===== src/hw/rtl/htpc_pkg.sv =====
// htpc_pkg: shared types and codes for the heater thermostat pwm controller
// beat structs for the input and result channels, config register group,
// event codes and register indexes; no dependencies
package htpc_pkg;

  // event codes carried in req_type
  localparam logic [1:0] REQ_MINUTE = 2'd0;
  localparam logic [1:0] REQ_SECOND = 2'd1;
  localparam logic [1:0] REQ_EXPIRY = 2'd2;

  // configuration register indexes
  localparam logic [2:0] CFG_DELAY_MIN    = 3'd0;
  localparam logic [2:0] CFG_FAULT_ON     = 3'd1;
  localparam logic [2:0] CFG_FAULT_OFF    = 3'd2;
  localparam logic [2:0] CFG_SET_TEMP     = 3'd3;
  localparam logic [2:0] CFG_HYSTERESIS   = 3'd4;
  localparam logic [2:0] CFG_FULL_BAND    = 3'd5;
  localparam logic [2:0] CFG_DUTY_PERCENT = 3'd6;

  localparam int unsigned CFG_IDX_W  = 3;
  localparam int unsigned CFG_DATA_W = 16;

  localparam logic [6:0] DUTY_MAX   = 7'd100;
  localparam logic [6:0] DUTY_RESET = 7'd25;
  localparam logic [5:0] SEC_PER_MIN = 6'd60;

  // one input beat
  typedef struct packed {
    logic [1:0]         req_type;
    logic signed [15:0] temperature;
    logic               door_open;
    logic               sensor_fault;
  } in_item_t;

  // one result beat
  typedef struct packed {
    logic        heater_enabled;
    logic        pwm_active;
    logic        drive_level;
    logic        reload_valid;
    logic [15:0] reload_count;
  } out_item_t;

  // configuration register group
  typedef struct packed {
    logic [7:0]         delay_minutes;
    logic [7:0]         fault_on_minutes;
    logic [7:0]         fault_off_minutes;
    logic signed [15:0] set_temperature;
    logic [14:0]        hysteresis;
    logic [14:0]        full_power_band;
    logic [6:0]         duty_percent;
  } cfg_regs_t;

endpackage


===== src/hw/rtl/htpc_ctl.sv =====
// htpc_ctl: controller state and single-pass event evaluation
// holds delay, fault timer, thermostat and pwm state; depends on htpc_pkg
module htpc_ctl import htpc_pkg::*; #(
  parameter int unsigned PWM_PERIOD_COUNTS = 33333
) (
  input  logic      clk,
  input  logic      rst_n,
  input  logic      step_en,
  input  in_item_t  item,
  input  cfg_regs_t cfg,
  output out_item_t result
);

  // high-phase counts for every duty value, built at elaboration
  function automatic logic [100:0][15:0] build_hi_tab();
    logic [100:0][15:0] tab;
    for (int d = 0; d <= 100; d++) begin
      tab[d] = 16'((PWM_PERIOD_COUNTS * d) / 100);
    end
    return tab;
  endfunction

  localparam logic [100:0][15:0] HI_TAB = build_hi_tab();
  localparam logic [15:0] PERIOD = 16'(PWM_PERIOD_COUNTS);

  logic        delay_active_r, delay_active_nxt;
  logic [7:0]  dly_cnt_r, dly_cnt_nxt;
  logic [15:0] flt_cnt_r, flt_cnt_nxt;
  logic        heater_on_r, heater_on_nxt;
  logic        pwm_mode_r, pwm_mode_nxt;
  logic        phase_hi_r, phase_hi_nxt;
  logic        drive_r, drive_nxt;

  logic [7:0]         dly_inc;
  logic [15:0]        flt_inc;
  logic [7:0]         flt_min;
  logic [13:0]        flt_limit;
  logic signed [17:0] temp_x;
  logic signed [17:0] off_thr;
  logic signed [17:0] on_thr;
  logic signed [16:0] deficit;
  logic [6:0]         duty_sat;
  logic [15:0]        hi_cnt;
  logic [15:0]        lo_cnt;
  logic               rvalid;
  logic [15:0]        rcount;
  logic               want_pwm;

  // shared arithmetic
  always_comb begin
    dly_inc   = dly_cnt_r + 8'd1;
    flt_inc   = flt_cnt_r + 16'd1;
    flt_min   = heater_on_r ? cfg.fault_on_minutes : cfg.fault_off_minutes;
    flt_limit = {6'd0, flt_min} * {8'd0, SEC_PER_MIN};
    temp_x    = 18'(item.temperature);
    off_thr   = 18'(cfg.set_temperature) + $signed({3'b000, cfg.hysteresis});
    on_thr    = 18'(cfg.set_temperature) - $signed({3'b000, cfg.hysteresis});
    duty_sat  = (cfg.duty_percent > DUTY_MAX) ? DUTY_MAX : cfg.duty_percent;
    hi_cnt    = HI_TAB[duty_sat];
    lo_cnt    = PERIOD - hi_cnt;
  end

  // event evaluation and drive stage
  always_comb begin
    delay_active_nxt = delay_active_r;
    dly_cnt_nxt      = dly_cnt_r;
    flt_cnt_nxt      = flt_cnt_r;
    heater_on_nxt    = heater_on_r;
    phase_hi_nxt     = phase_hi_r;
    drive_nxt        = drive_r;
    rvalid           = 1'b0;
    rcount           = 16'd0;
    case (item.req_type)
      REQ_MINUTE: begin
        if (delay_active_r) begin
          if (dly_inc >= cfg.delay_minutes) begin
            dly_cnt_nxt      = 8'd0;
            delay_active_nxt = 1'b0;
          end else begin
            dly_cnt_nxt = dly_inc;
          end
        end
      end
      REQ_SECOND: begin
        if (!delay_active_r) begin
          if (item.door_open) begin
            heater_on_nxt = 1'b0;
          end else if (item.sensor_fault) begin
            if (flt_inc >= {2'b00, flt_limit}) begin
              flt_cnt_nxt   = 16'd0;
              heater_on_nxt = !heater_on_r;
            end else begin
              flt_cnt_nxt = flt_inc;
            end
          end else if (heater_on_r) begin
            if (temp_x >= off_thr) heater_on_nxt = 1'b0;
          end else begin
            if (temp_x <= on_thr) heater_on_nxt = 1'b1;
          end
        end
      end
      REQ_EXPIRY: begin
        if (pwm_mode_r) begin
          phase_hi_nxt = !phase_hi_r;
          rcount       = phase_hi_nxt ? hi_cnt : lo_cnt;
          drive_nxt    = phase_hi_nxt;
          rvalid       = 1'b1;
        end
      end
      default: begin
      end
    endcase

    deficit  = 17'(cfg.set_temperature) - 17'(item.temperature);
    want_pwm = heater_on_nxt && (deficit < $signed({2'b00, cfg.full_power_band}));
    if (!heater_on_nxt) begin
      drive_nxt    = 1'b0;
      pwm_mode_nxt = 1'b0;
    end else if (!want_pwm) begin
      drive_nxt    = 1'b1;
      pwm_mode_nxt = 1'b0;
    end else begin
      pwm_mode_nxt = 1'b1;
    end

    result.heater_enabled = heater_on_nxt;
    result.pwm_active     = pwm_mode_nxt;
    result.drive_level    = drive_nxt;
    result.reload_valid   = rvalid;
    result.reload_count   = rcount;
  end

  // state registers, advanced once per beat
  always_ff @(posedge clk) begin
    if (!rst_n) begin
      delay_active_r <= 1'b1;
      dly_cnt_r      <= 8'd0;
      flt_cnt_r      <= 16'd0;
      heater_on_r    <= 1'b0;
      pwm_mode_r     <= 1'b0;
      phase_hi_r     <= 1'b0;
      drive_r        <= 1'b0;
    end else if (step_en) begin
      delay_active_r <= delay_active_nxt;
      dly_cnt_r      <= dly_cnt_nxt;
      flt_cnt_r      <= flt_cnt_nxt;
      heater_on_r    <= heater_on_nxt;
      pwm_mode_r     <= pwm_mode_nxt;
      phase_hi_r     <= phase_hi_nxt;
      drive_r        <= drive_nxt;
    end
  end

  // pwm only runs with the heater demanded on
  a_pwm_needs_heater: assert property (@(posedge clk) disable iff (!rst_n)
    pwm_mode_r |-> heater_on_r)
    else $error("pwm running with heater off");

  // element never conducts with the heater off
  a_drive_needs_heater: assert property (@(posedge clk) disable iff (!rst_n)
    drive_r |-> heater_on_r)
    else $error("element driven with heater off");

  // heater stays off through the power-on delay
  a_delay_holds_off: assert property (@(posedge clk) disable iff (!rst_n)
    delay_active_r |-> !heater_on_r && !pwm_mode_r)
    else $error("heater on during power-on delay");

endmodule


===== src/hw/rtl/heater_thermostat_pwm_controller_unit.sv =====
// heater_thermostat_pwm_controller_unit: top level of the heater controller
// input register, config registers, htpc_ctl and a two-entry result buffer;
// depends on htpc_pkg and htpc_ctl
//
//   channel | ports                          | beat
//   --------+--------------------------------+-----------------------------
//   input   | in_valid, in_stall, in_data    | one event (in_item_t)
//   result  | out_valid, out_stall, out_data | one result (out_item_t)
//   config  | cfg_we, cfg_idx, cfg_wdata     | one register write
//
// each event gives one result: it waits in the input register, then the
// controller logic writes the result buffer once the skid entry is free.
// one event per cycle is taken while the result side keeps up; the skid entry
// of the result buffer lets an event enter while a finished result waits.
// in_stall rises only when the input register holds an event and both result
// entries are full. synchronous reset restores the power-on delay state.
module heater_thermostat_pwm_controller_unit import htpc_pkg::*; #(
  parameter int unsigned PWM_PERIOD_COUNTS = 33333
) (
  input  logic                  clk,
  input  logic                  rst_n,
  input  logic                  in_valid,
  output logic                  in_stall,
  input  in_item_t              in_data,
  output logic                  out_valid,
  input  logic                  out_stall,
  output out_item_t             out_data,
  input  logic                  cfg_we,
  input  logic [CFG_IDX_W-1:0]  cfg_idx,
  input  logic [CFG_DATA_W-1:0] cfg_wdata
);

  cfg_regs_t cfg_r;
  logic      in_vld_r;
  in_item_t  in_r;
  logic      out_vld_r;
  out_item_t out_r;
  logic      skd_vld_r;
  out_item_t skd_r;
  out_item_t res;
  logic      adv;
  logic      in_acc;
  logic      pop;

  assign in_acc    = in_valid && !in_stall;
  assign adv       = in_vld_r && !skd_vld_r;
  assign in_stall  = in_vld_r && skd_vld_r;
  assign pop       = out_vld_r && !out_stall;
  assign out_valid = out_vld_r;
  assign out_data  = out_r;

  // configuration registers
  always_ff @(posedge clk) begin
    if (!rst_n) begin
      cfg_r.delay_minutes     <= 8'd0;
      cfg_r.fault_on_minutes  <= 8'd0;
      cfg_r.fault_off_minutes <= 8'd0;
      cfg_r.set_temperature   <= 16'sd0;
      cfg_r.hysteresis        <= 15'd0;
      cfg_r.full_power_band   <= 15'd0;
      cfg_r.duty_percent      <= DUTY_RESET;
    end else if (cfg_we) begin
      case (cfg_idx)
        CFG_DELAY_MIN:    cfg_r.delay_minutes     <= cfg_wdata[7:0];
        CFG_FAULT_ON:     cfg_r.fault_on_minutes  <= cfg_wdata[7:0];
        CFG_FAULT_OFF:    cfg_r.fault_off_minutes <= cfg_wdata[7:0];
        CFG_SET_TEMP:     cfg_r.set_temperature   <= $signed(cfg_wdata);
        CFG_HYSTERESIS:   cfg_r.hysteresis        <= cfg_wdata[14:0];
        CFG_FULL_BAND:    cfg_r.full_power_band   <= cfg_wdata[14:0];
        CFG_DUTY_PERCENT: cfg_r.duty_percent      <= cfg_wdata[6:0];
        default: begin
        end
      endcase
    end
  end

  // input register
  always_ff @(posedge clk) begin
    if (!rst_n) begin
      in_vld_r <= 1'b0;
    end else if (in_acc) begin
      in_vld_r <= 1'b1;
    end else if (adv) begin
      in_vld_r <= 1'b0;
    end
  end

  always_ff @(posedge clk) begin
    if (in_acc) begin
      in_r <= in_data;
    end
  end

  // controller state and event logic
  htpc_ctl #(
    .PWM_PERIOD_COUNTS(PWM_PERIOD_COUNTS)
  ) u_ctl (
    .clk    (clk),
    .rst_n  (rst_n),
    .step_en(adv),
    .item   (in_r),
    .cfg    (cfg_r),
    .result (res)
  );

  // result buffer: output entry plus skid entry
  always_ff @(posedge clk) begin
    if (!rst_n) begin
      out_vld_r <= 1'b0;
      skd_vld_r <= 1'b0;
    end else if (pop) begin
      if (skd_vld_r) begin
        out_vld_r <= 1'b1;
        skd_vld_r <= adv;
      end else begin
        out_vld_r <= adv;
      end
    end else if (!out_vld_r) begin
      out_vld_r <= adv;
    end else if (adv) begin
      skd_vld_r <= 1'b1;
    end
  end

  always_ff @(posedge clk) begin
    if (pop) begin
      if (skd_vld_r) begin
        out_r <= skd_r;
        if (adv) skd_r <= res;
      end else if (adv) begin
        out_r <= res;
      end
    end else if (!out_vld_r) begin
      if (adv) out_r <= res;
    end else if (adv) begin
      skd_r <= res;
    end
  end

  // skid entry only fills behind a full output entry
  a_skid_behind_out: assert property (@(posedge clk) disable iff (!rst_n)
    skd_vld_r |-> out_vld_r)
    else $error("skid entry valid with output entry empty");

  // skid fills only when the output entry was held
  a_skid_fill_cause: assert property (@(posedge clk) disable iff (!rst_n)
    $rose(skd_vld_r) |-> $past(out_vld_r && out_stall))
    else $error("skid entry filled while output entry was free");

  // a result without a reload carries a zero count
  a_no_reload_zero: assert property (@(posedge clk) disable iff (!rst_n)
    out_vld_r && !out_r.reload_valid |-> out_r.reload_count == 16'd0)
    else $error("reload count set without reload");

endmodule

===== config.mk =====
export PLATFORM = sky130hd
export DESIGN_NAME = heater_thermostat_pwm_controller_unit
export DESIGN_NICKNAME = d
export VERILOG_FILES = /design/src/hw/rtl/htpc_pkg.sv /design/src/hw/rtl/htpc_ctl.sv /design/src/hw/rtl/heater_thermostat_pwm_controller_unit.sv
export SDC_FILE = /design/constraint.sdc
export NUM_CORES = 1
export LEC_CHECK = 0
export CAP_MARGIN = 20
export CORE_MARGIN = 4
export CORE_UTILIZATION = 66
export CTS_CLUSTER_SIZE = 30
export DETAILED_ROUTE_END_ITERATION = 16
export DONT_BUFFER_PORTS = 1
export HOLD_SLACK_MARGIN = 0.08
export MAX_ROUTING_LAYER = met4
export PLACE_DENSITY = 0.84
export SLEW_MARGIN = 40
export SYNTH_ARGS = -nofsm -noshare
export SYNTH_HDL_FRONTEND = slang
export SYNTH_HIERARCHICAL = 1
export SYNTH_SLANG_ARGS = --single-unit

===== constraint.sdc =====
create_clock -name clk -period 7 [get_ports clk]
set_clock_uncertainty 0.15 [all_clocks]
set_input_delay 0.35 -clock clk [delete_from_list [all_inputs] [get_ports clk]]
set_output_delay 0.35 -clock clk [all_outputs]
set_load 0.02 [all_outputs]

# After elaboration in Yosys (flattened, before gate mapping)
# Memory sizes are Yosys's and may differ from the RTL's.
# Index checks and enable logic that the tools add are counted.
# classes
add_sub_neg	6
multipliers	1
n_lt_le_gt_ge	7
eq_ne	10
n_mux	43
n_bitwise	2
n_reduce_logical	28
# ops
cell	n
20-bit two-way mux	8
16-bit two-way mux	5
16-bit by 16-bit subtractor with 17-bit output	2
1-bit two-way mux	27
2-bit AND reduction	10
16-bit by 16-bit adder with 17-bit output	1
16-bit by 17-bit greater-or-equal comparator with 1-bit output	1
16-bit by 17-bit <= comparator with 1-bit output	1
17-bit by 16-bit < comparator with 1-bit output	1
16-bit by 1-bit adder with 16-bit output, second input constant	1
16-bit by 14-bit greater-or-equal comparator with 1-bit output	1
8-bit two-way mux	2
16-bit subtractor, first input constant	1
8-bit by 4-bit multiplier with 12-bit output, second input constant	1
3-bit equality test, second input constant	3
8-bit by 1-bit adder with 8-bit output, second input constant	1
8-bit greater-or-equal comparator	1
7-bit by 8-bit < comparator with 1-bit output, second input constant	1
7-bit greater-than comparator, second input constant	1
7-bit two-way mux	1
3-bit by 2-bit equality test with 1-bit output, second input constant	2
3-bit AND reduction	2
2-bit nonzero test	3
1-bit logical AND	5
10 further kinds	15
# word_totals
register_bits	169
mem_bits_ro	2048
out_inout_bits	22
elab_cells	129
mem_count	1
# mem_list
memory	depth	width	read_ports	rd_ports_with_merged_regs	write_ports	line_no	rtl
(name not given)	128	16	1	0	0	htpc_ctl.sv:59	hi_cnt = HI_TAB[duty_sat];

# Logic depth before layout (Yosys ltp)
# depth
depth_word	14
ltp_mapped	28
depth_no_buf	26

# Modules after synthesis
# The synthesis kept the hierarchy.
# modules_own_cells
mod	instances	cells_per_inst	area_per_inst_um2	seq_area_each_um2
htpc_ctl	1	1190	8744.6	580.6
heater_thermostat_pwm_controller_unit	1	463	5131.2	3403.3

# Worst setup path before layout
# No wires, ideal clock.
# synth_timing
path_kind	register to register
startpoint	register u_ctl.heater_on_r
endpoint	register out_r (netlist bit out_data[18]) (data pin)
t_arrival_ps	5426
required_time_ps	6580
path_slack_ps	1154
stages_incl_launch_ff	28
period_less_slack_ps	5846
path_cell_list	dfxtp_1 -> clkbuf_1 -> mux2i_1 -> inv_1 -> fa_1 -> fa_1 -> ha_1 -> a21o_1 -> a21oi_1 -> o21ai_0 -> a21oi_1 -> o21bai_1 -> a21oi_1 -> o21bai_1 -> a21oi_1 -> xor2_1 -> ha_1 -> nand4_1 -> nor3_1 -> nand3_1 -> nand4b_1 -> nor2_1 -> mux2_2 -> o221a_2 -> nor2_1 -> buf_4 -> mux2i_1 -> a21oi_1
# synth_between
elab_chain_len	14
# synth_rtl
element	line_no	rtl
start: declaration	htpc_ctl.sv:29	logic heater_on_r, heater_on_nxt;
start signal: assignment	htpc_ctl.sv:147	heater_on_r <= heater_on_nxt;
8-bit two-way mux	htpc_ctl.sv:53	flt_min = heater_on_r ? cfg.fault_on_minutes : cfg.fault_off_minutes;
8-bit by 4-bit multiplier with 12-bit output	htpc_ctl.sv:54	flt_limit = {6'd0, flt_min} * {8'd0, SEC_PER_MIN};
16-bit by 14-bit greater-or-equal comparator with 1-bit output	htpc_ctl.sv:89	if (flt_inc >= {2'b00, flt_limit}) begin
1-bit two-way mux	htpc_ctl.sv:89	
1-bit two-way mux	htpc_ctl.sv:88	end else if (item.sensor_fault) begin
1-bit two-way mux	htpc_ctl.sv:86	if (item.door_open) begin
1-bit two-way mux	htpc_ctl.sv:85	if (!delay_active_r) begin
1-bit two-way mux *	htpc_ctl.sv:73	case (item.req_type)
1-bit logical AND	htpc_ctl.sv:115	want_pwm = heater_on_nxt && (deficit < $signed({2'b00, cfg.full_power_band}));
1-bit two-way mux	htpc_ctl.sv:119	end else if (!want_pwm) begin
1-bit two-way mux *	htpc_ctl.sv:116	if (!heater_on_nxt) begin
named net u_ctl.pwm_mode_nxt	htpc_ctl.sv:30	logic pwm_mode_r, pwm_mode_nxt;
20-bit two-way mux *	heater_thermostat_pwm_controller_unit.sv:130, heater_thermostat_pwm_controller_unit.sv:134	
20-bit two-way mux (on tied branches)	heater_thermostat_pwm_controller_unit.sv:133, heater_thermostat_pwm_controller_unit.sv:127	
20-bit two-way mux *	heater_thermostat_pwm_controller_unit.sv:126	if (pop) begin
end signal: assignment	heater_thermostat_pwm_controller_unit.sv:128	out_r <= skd_r;
end signal: assignment	heater_thermostat_pwm_controller_unit.sv:131	out_r <= res;
end signal: assignment	heater_thermostat_pwm_controller_unit.sv:134	if (adv) out_r <= res;
end: declaration	heater_thermostat_pwm_controller_unit.sv:37	out_item_t out_r;
# Mark *: on every way through the listed nets, which the timed path passes. The rest lies on a longest branch. The select of a mux whose other input is x is not followed.
# A chain may end at the register's enable or synchronous reset.

==> run summary <==
Port buffer count: 0
Critical Path RT: 7.14 ns
RSZ-0062 raised after global routing: false
Final Critical Period: 6.52 ns
P&R area growth vs syn: 7.60%
First-pass GRT wire length: 59700 um
NumNets Final: 1844
Die Footprint: 23400 um2
Routed Antenna Nets: 0
VDD IR max: 0.000167 V
GP Congestion: 1.01
Io pins: 66
Count leader, synth: nand2_1
Starting Density: 67.9%
Root Driver: clkbuf_16
Core area: 20400 um2
Max clock buf depth: 2
P_leak: 6.12 nW
Yosys top cell area share: 15.7%
CP top delay family: compound AO/OA/AOI/OAI gates
Vias/cell: 6.44
CP max stage delay: 0.67 ns
Predominant post-synthesis flop cell: dfxtp_1
Worst-path clk slew: 0.08 ns
CP max FO: 16
Synth top area cells: dfxtp_1, edfxtp_1, ha_1, a21oi_1, nand2_1
Register area share after synthesis: 28.7%
GRT Util Overall: 31.6%
Avg Inst Size Synth: 8.39 um2
EDFF count, synth: 60
Die H: 153 um
Pin count of the biggest net entering global routing: 63
Crit-path slowest cell: dfxtp_1
TritonCTS clock tree: yes
Worst setup SP type: flip-flop
Most used cell, CP: a21oi_1
Hold/Removal Path Class: in2reg
Hold Violations, Final: 0
TritonRoute pass-1 iters: 8
Post-detailed-routing wire length: 36900 um
Die W: 153 um
Status: finished, final reports clean
Cts bufs inserted: 17
Slew @ Worst Pin: 0.802 ns
TNS Setup: 0 ns
CTS H-tree lvls: 4
Initial drt markers: 1367
Standard-cell rows: 52
Synth Net Count: 1851
Worst setup path startpoint: u_ctl/heater_on_r
YS warnings: 6
Final Max Slew Viols: 0
Worst path arrival time: 6.66 ns
Mapped Cells: 1653
Final instance area: 14900 um2
HPWL after detailed placement: 26100 um
Setup slack, reg-to-reg: 0.48 ns
Post-synth top area cell: dfxtp_1
Clock sink count: 169
Relative slew slack: 45.8%
Total grt overflow: 0
Peak Freq: 0.153 GHz
Drc violations: 0
R2R cell count: 26
Drt wl/cell: 19.1 um
Reg2reg end: out_data[18]
Synth Cell Area: 13900 um2
Setup crit end kind: flip-flop
Commonest cells in the netlist: nand2_1, a21oi_1, ha_1
#FFs+latches synth: 169
Vias in the first global route: 11900
R2R Path Start: u_ctl/heater_on_r
Async set-reset flop share out of synthesis: 0%
CP Depth: 26
Worst skew pair latency: 0.44 ns
DR vias: 12400
Cell Pwr Density: 173 nW/um2
Layout cells sized above 1: 6.45%
# setup viols final: 0
Final Cycle Share: 93.1%
Worst path buffer plus inverter count: 2
Worst Setup EP: out_data[18]
Crit Path Class: reg2reg
DP Area: 13800 um2
Initial antenna violation count: 2
Synth cell types: 102
Max cap viols: 0
placed cells by master, fill, tap and decap left out, types with 16 or more instances in the layout:
cell           synthesis  routed
xnor2_1               51      51
xor2_1                25      25
nor2b_1               28      27
dlygate4sd3_1          0      45
nand2_1              192     192
nand3_1               57      57
a31oi_1               17      17
nand2b_1              19      19
fa_1                  16      16
nor3_1                27      27
a21o_1                21      21
inv_1                121     120
mux2i_1               56      55
nand4_1               20      20
clkbuf_16              0      17
o21a_1                17      17
edfxtp_1              60      60
buf_4                 19      16
dfxtp_1              109     108
o21ai_0               57      57
nor2_1               120     119
a21oi_1              162     162
ha_1                 138     138
registers in the layout, indices dropped and copies added, names as in the netlist, 8 cells and up:
signal and flops:
cfg_r 77, in_r 20, out_data 20, skd_r 20
u_ctl/flt_cnt_r 16, u_ctl/dly_cnt_r 8
cell type report:
cell class	instances	area [um2]
antenna	3	7.51
clock buffer	17	425
clock inverter	15	199
fill	1531	5500
inverter	124	465
multi-input combinational	1272	8920
sequential	169	3990
tap	270	338
timing repair buffer	62	591
cell families after synthesis:
| logic type | share of synthesized area [%] |
|---|---|
| AND/OR/NAND/NOR | 19.7 |
| AO/OA/AOI/OAI | 20.4 |
| buffers and inverters | 7.17 |
| flip-flops | 28.7 |
| adder cells (fa/ha/maj) | 14.8 |
| XOR/XNOR | 4.91 |
| multiplexers | 4.36 |
worst min path at each step:
stage / slack (ns) / cells past startpoint / from / end
after global routing: 0.15 / 2 / out_stall / skd_r[4]
after floorplan: 0.26 / 1 / rst_n / cfg_r[0]
final: 0.15 / 2 / out_stall / skd_r[14]
after CTS: 0.14 / 2 / out_stall / skd_r[10]
after global placement: 0.28 / 1 / rst_n / cfg_r[0]
after detailed placement: 0.28 / 1 / rst_n / cfg_r[0]
through the flow:
step                      setup WS (ns)  power (mW)  utilization (%)  std cells  hold slack, ns
after floorplan                    1.15        1.47                -       1653           0.262
after global placement            0.904        1.55             67.6       1850           0.277
after detailed placement          0.649        1.57             67.6       1850           0.276
after CTS                         0.568        2.58             73.0       1928           0.135
after global routing              0.166        2.69             73.1       1932           0.149
final                             0.480        2.58             73.1       1932           0.152
where the power goes:
| group | switching, mW | leakage, nW | internal [mW] |
|---|---|---|---|
| combinational | 0.282 | 4.29 | 0.199 |
| clock | 0.485 | 0.302 | 0.495 |
| sequential | 0.0588 | 1.52 | 1.06 |
| total | 0.826 | 6.12 | 1.75 |
metal layers:
metal	share of wire, %	up-vias	track usage (%)
met5	0	-	-
met4	3.8	0	14.2
met3	8.1	118	5.68
met2	47	604	50.7
met1	42	5815	39.2
li1	-	5900	-
repair_timing:
action | 4_1_cts | 5_1_grt
gates resized for setup | 0 | 0
setup buffers | 0 | 0
endpoints found under the hold margin | 128 | 0
hold buffers | 46 | 0
(Power assumes the default switching activity.)
